===== src/rtl/mpsm_ram.sv =====
// mpsm_ram: generic simple dual-port RAM, one write and one registered read port.
// No dependencies.
module mpsm_ram #(
    parameter int WIDTH = 8,
    parameter int DEPTH = 16
) (
    input  logic                     i_clk,
    input  logic                     i_we,
    input  logic [$clog2(DEPTH)-1:0] i_waddr,
    input  logic [WIDTH-1:0]         i_wdata,
    input  logic [$clog2(DEPTH)-1:0] i_raddr,
    output logic [WIDTH-1:0]         o_rdata
);
    logic [WIDTH-1:0] r_mem [DEPTH];
    logic [WIDTH-1:0] r_rdata;

    always_ff @(posedge i_clk) begin
        if (i_we) begin
            r_mem[i_waddr] <= i_wdata;
        end
        r_rdata <= r_mem[i_raddr];
    end

    assign o_rdata = r_rdata;
endmodule


===== config.mk =====
export PLATFORM = sky130hd
export DESIGN_NAME = mpsm_ram
export DESIGN_NICKNAME = d
export VERILOG_FILES = /design/src/rtl/mpsm_ram.sv
export SDC_FILE = /design/constraint.sdc
export NUM_CORES = 1
export LEC_CHECK = 0
export ABC_AREA = 1
export BUFFER_PORTS_ARGS = -buffer_cell sky130_fd_sc_hd__buf_2
export CAP_MARGIN = 20
export CORE_ASPECT_RATIO = 0.8
export CORE_MARGIN = 2
export CORE_UTILIZATION = 57
export CTS_BUF_LIST = sky130_fd_sc_hd__clkbuf_8
export DETAILED_ROUTE_END_ITERATION = 10
export GPL_TIMING_DRIVEN = 1
export HOLD_SLACK_MARGIN = 0.06
export MAX_ROUTING_LAYER = met4
export PLACE_DENSITY = 0.89
export SLEW_MARGIN = 40
export SYNTH_ARGS = -nofsm -noshare
export SYNTH_HDL_FRONTEND = slang
export SYNTH_SLANG_ARGS = --single-unit
export TNS_END_PERCENT = 100

===== constraint.sdc =====
create_clock -name i_clk -period 0.9 [get_ports i_clk]
set_input_delay 0.045 -clock i_clk [delete_from_list [all_inputs] [get_ports i_clk]]
set_output_delay 0.045 -clock i_clk [all_outputs]
set_load 0.03 [all_outputs]

Word level (Yosys, flattened, before mapping):

Memories as Yosys holds them, arrays and structs flattened. A register that Yosys moved wholly into a read port is not among the register bits.
Index checks and enable logic that the tools add are counted.

* register bits after elaboration: 0
* bits in writable memories: 128
* input bits: 18
* output and inout port bits: 8
* logic and storage cells: 3
* memories: 1

Memories
* r_mem: words 16, bits a word 8, read ports 1, clocked after Yosys merged registers in 1, wr ports 1, line 14 `logic [WIDTH-1:0] r_mem [DEPTH];`

* mux-type cells: 2

Operator list (count)
* $mux 1: 2

Longest topological paths before layout:

* depth in word-level cells: 2
* gate-level depth with buffers: 8
* depth with buffers taken out: 7

Worst setup path before layout:

OpenSTA, ideal clock, no wires.

* path kind: input to register
* start: in i_waddr[3]
* end: mem r_mem[4][0] (enable)
* setup time: 0.370 ns
* data arrival time: 0.626 ns
* data required time: 0.530 ns
* setup slack: -0.096 ns
* cell stages on the path: 2
* path buffers: 0
* path through: nand3b_1 -> nor2_1

RTL lines
* start: declaration: line 9 `input logic [$clog2(DEPTH)-1:0] i_waddr,`
* end: declaration: line 14

Straight into the memory's write port.

Worst setup path in the final report:

* start: reg r_rdata[3] (netlist: o_rdata[3]), read port of r_mem
* end: out o_rdata[3]

RTL lines
* start: declaration: line 15 `logic [WIDTH-1:0] r_rdata;`
* end: declaration: line 12 `output logic [WIDTH-1:0] o_rdata`

No word-level cell between the ends.

==> insert_results.sql <==
INSERT INTO impl_metrics (metric_group, metric, value, unit) VALUES
('status', 'status', 'finished with violations', ''),
('status', 'violations', 'setup timing', ''),
('logic_synthesis', 'synth_area_leaders', 'edfxtp_1 67%, nand2_1 11%, nand3_1 8.4%', ''),
('min_path', 'min_from', 'i_raddr[2]', ''),
('pwr', 'vdd_ir_drop_max', '1200', 'µV'),
('setup_path', 'worst_ep_arrival_time', '0.97', 'ns'),
('floorplan', 'num_rows', '32', ''),
('sta', 'final_max_slew_viol_count', '0', ''),
('sta', 'setup_slack', '-0.117', 'ns'),
('setup_path', 'timing.rr.start', 'r_mem[11][6]', ''),
('clock_network', 'cts_buffer_depth', '2', ''),
('route', 'post_drt_wl_per_cell', '18.3', 'µm'),
('placement', 'placed_cells', '727', ''),
('route', 'viasPerCell', '5.43', ''),
('floorplan', 'floorplan.die.width', '116', 'µm'),
('global_route', 'pin_count_of_the_biggest_net_entering_global_routing', '29', ''),
('setup_path', 'reg2regPathDepth', '6', ''),
('clock_network', 'clock_latency', '0.46', 'ns'),
('sta', 'maxClockFrequency', '983', 'MHz'),
('clock_network', 'cts-htree-levels', '4', ''),
('global_route', 'first_pass_grt_wire_length', '21600', 'µm'),
('setup_path', 'crit_type', 'reg -> out', ''),
('setup_path', 'cp_cell_sequence', 'buf_6', ''),
('sta', 'post_route_clock_skew', '0.0173', 'ns'),
('setup_path', 'cp_max_fo', '1', ''),
('route', 'dr_total_vias', '4169', ''),
('floorplan', 'io-pin-count', '26', ''),
('sta', 'unrepaired_setup_endpoints_after_global_routing', 'yes', ''),
('route', 'highest-signal-layer', 'met4', ''),
('logic_synthesis', 'synth_largest_area_cell', 'edfxtp_1', ''),
('clock_network', 'cts_tree', 'done', ''),
('setup_path', 'path_buf_inv', '1', ''),
('route', 'route.detailed.drc', '0', ''),
('logic_synthesis', 'synthesis.area', '5770', 'µm²'),
('setup_path', 'crit_path_start_kind', 'flop', ''),
('sta', 'setup-violations-final', '16', ''),
('pwr', 'total_power', '13.3', 'mW'),
('setup_path', 'crit_family', 'flip-flops', ''),
('setup_path', 'crit_path_end_kind', 'output pin', ''),
('clock_network', 'clkSlewWorstSetupHoldPaths', '0.08', 'ns'),
('pwr', 'power_density', '1860', 'nW/µm²'),
('sta', 'slew-limit-headroom', '66.1', '%'),
('route', 'detail_route.wirelength.met1', '5570', 'µm'),
('logic_synthesis', 'synth_cell_types', '12', ''),
('route', 'drt_antenna_net_count', '0', ''),
('floorplan', 'die-height', '94.0', 'µm'),
('min_path', 'min-delay-path-class', 'in -> reg', ''),
('logic_synthesis', 'yosys_warnings', '0', ''),
('pwr', 'power.leakage', '3.09', 'nW'),
('cells_and_area', 'layout_common_cells', '167 x nand2_1, 128 x edfxtp_1, 101 x inv_1, 60 x nand3_1, 35 x nand3_2', ''),
('route', 'drt-initial-drc-count', '609', ''),
('sta', 'timing.final.hold_violations', '0', ''),
('cells_and_area', 'layout.cells.most_common', 'nand2_1', ''),
('setup_path', 'regToRegSetupSlack', '-0.10', 'ns'),
('route', 'detail_route.first_pass.iterations', '5', ''),
('logic_synthesis', 'ys_seq_elements', '136', ''),
('sta', 'worst_pin_slew', '0.508', 'ns'),
('clock_network', 'clock-sinks', '136', ''),
('logic_synthesis', 'synth-seq-area-share', '69.4', '%'),
('setup_path', 'slowest_delay', '0.38', 'ns'),
('clock_network', 'tritoncts.num_buffers', '17', ''),
('sta', 'layout_worst_path_cycle_share', '113', '%'),
('floorplan', 'dieArea', '10900', 'µm²'),
('cells_and_area', 'area_growth', '24.0', '%'),
('clock_network', 'root_buffer', 'clkbuf_8', ''),
('logic_synthesis', 'syn-mean-instance-area', '10.5', 'µm²'),
('floorplan', 'start_util', '59.3', '%'),
('setup_path', 'worst_r2r_endpoint', 'o_rdata[6]', ''),
('min_path', 'hold_depth', '6', ''),
('placement', 'gpl.final_weighted_congestion', '0.863', ''),
('cells_and_area', 'drive_gt1_share', '24.4', '%');
## repair_timing
| item | CTS | global route |
|---|---|---|
| pin swaps | 25 | 20 |
| hold buffers | 9 | 0 |
| hold endpoints to repair | 136 | 0 |
| setup endpoints to repair | 16 | 16 |
| gates resized for setup | 40 | 30 |
| buffers inserted | 0 | 0 |
## power by group
part | switching [mW] | internal [mW]
clock network | 2.45 | 2.46
registers | 0.0673 | 7.08
logic | 0.775 | 0.470
total | 3.30 | 10.0
## worst max path at each step
stage               cells past startpoint   startpoint           end
global route                            6  r_mem[2][0]    o_rdata[0]
CTS                                     1   o_rdata[3]    o_rdata[3]
detailed placement                      4   i_waddr[3]   r_mem[4][1]
global placement                        8   i_raddr[0]    o_rdata[5]
floorplan                               2   i_waddr[2]  r_mem[10][0]
finish                                  1   o_rdata[3]    o_rdata[3]
## flip-flops by register name, summed over array words and instances (netlist names)
| signal | flops |
|---|---|
| o_rdata | 8 |
| r_mem | 128 |
## area by class of cell
class                      instances  area [µm²]
clock inverter                    15         158
fill                             628        2580
multi-input combinational        289        1440
clock buffer                      17         234
inverter                         102         383
sequential                       136        4010
tap                              136         170
timing repair buffer              73         746
## Yosys cell counts (all sizes together)
cell type  number
nand2         173
edfxtp        128
inv           102
nand3          97
buf            24
nor2           17
dfxtp           8
nand3b          2
## per-stage QoR
step | TNS [ns] | hold slack, ns | util (%) | setup slack (ns) | area (µm²)
2_1_floorplan | -7.64 | 0.144 | - | -0.0958 | 5780
4_1_cts | -0.941 | 0.123 | 72.1 | -0.123 | 7010
5_1_grt | -1.51 | 0.181 | 73.5 | -0.138 | 7150
3_3_place_gp | -9.72 | 0.434 | 65.7 | -0.125 | 6390
3_5_place_dp | -14.76 | 0.445 | 65.7 | -0.182 | 6390
6_report | -0.951 | 0.147 | 73.5 | -0.117 | 7150
## routing by layer
metal,up-vias,track usage [%]
li1,1907,-
met1,1983,36.8
met2,250,43.1
met3,29,7.94
met4,0,11.4
met5,-,-
## kinds of logic after synthesis
family                 share of synthesized area [%]
AND/OR/NAND/NOR                                 21.0
buffers and inverters                           9.52
flip-flops                                      69.4
Note: power is estimated with default switching activity, not from simulation.
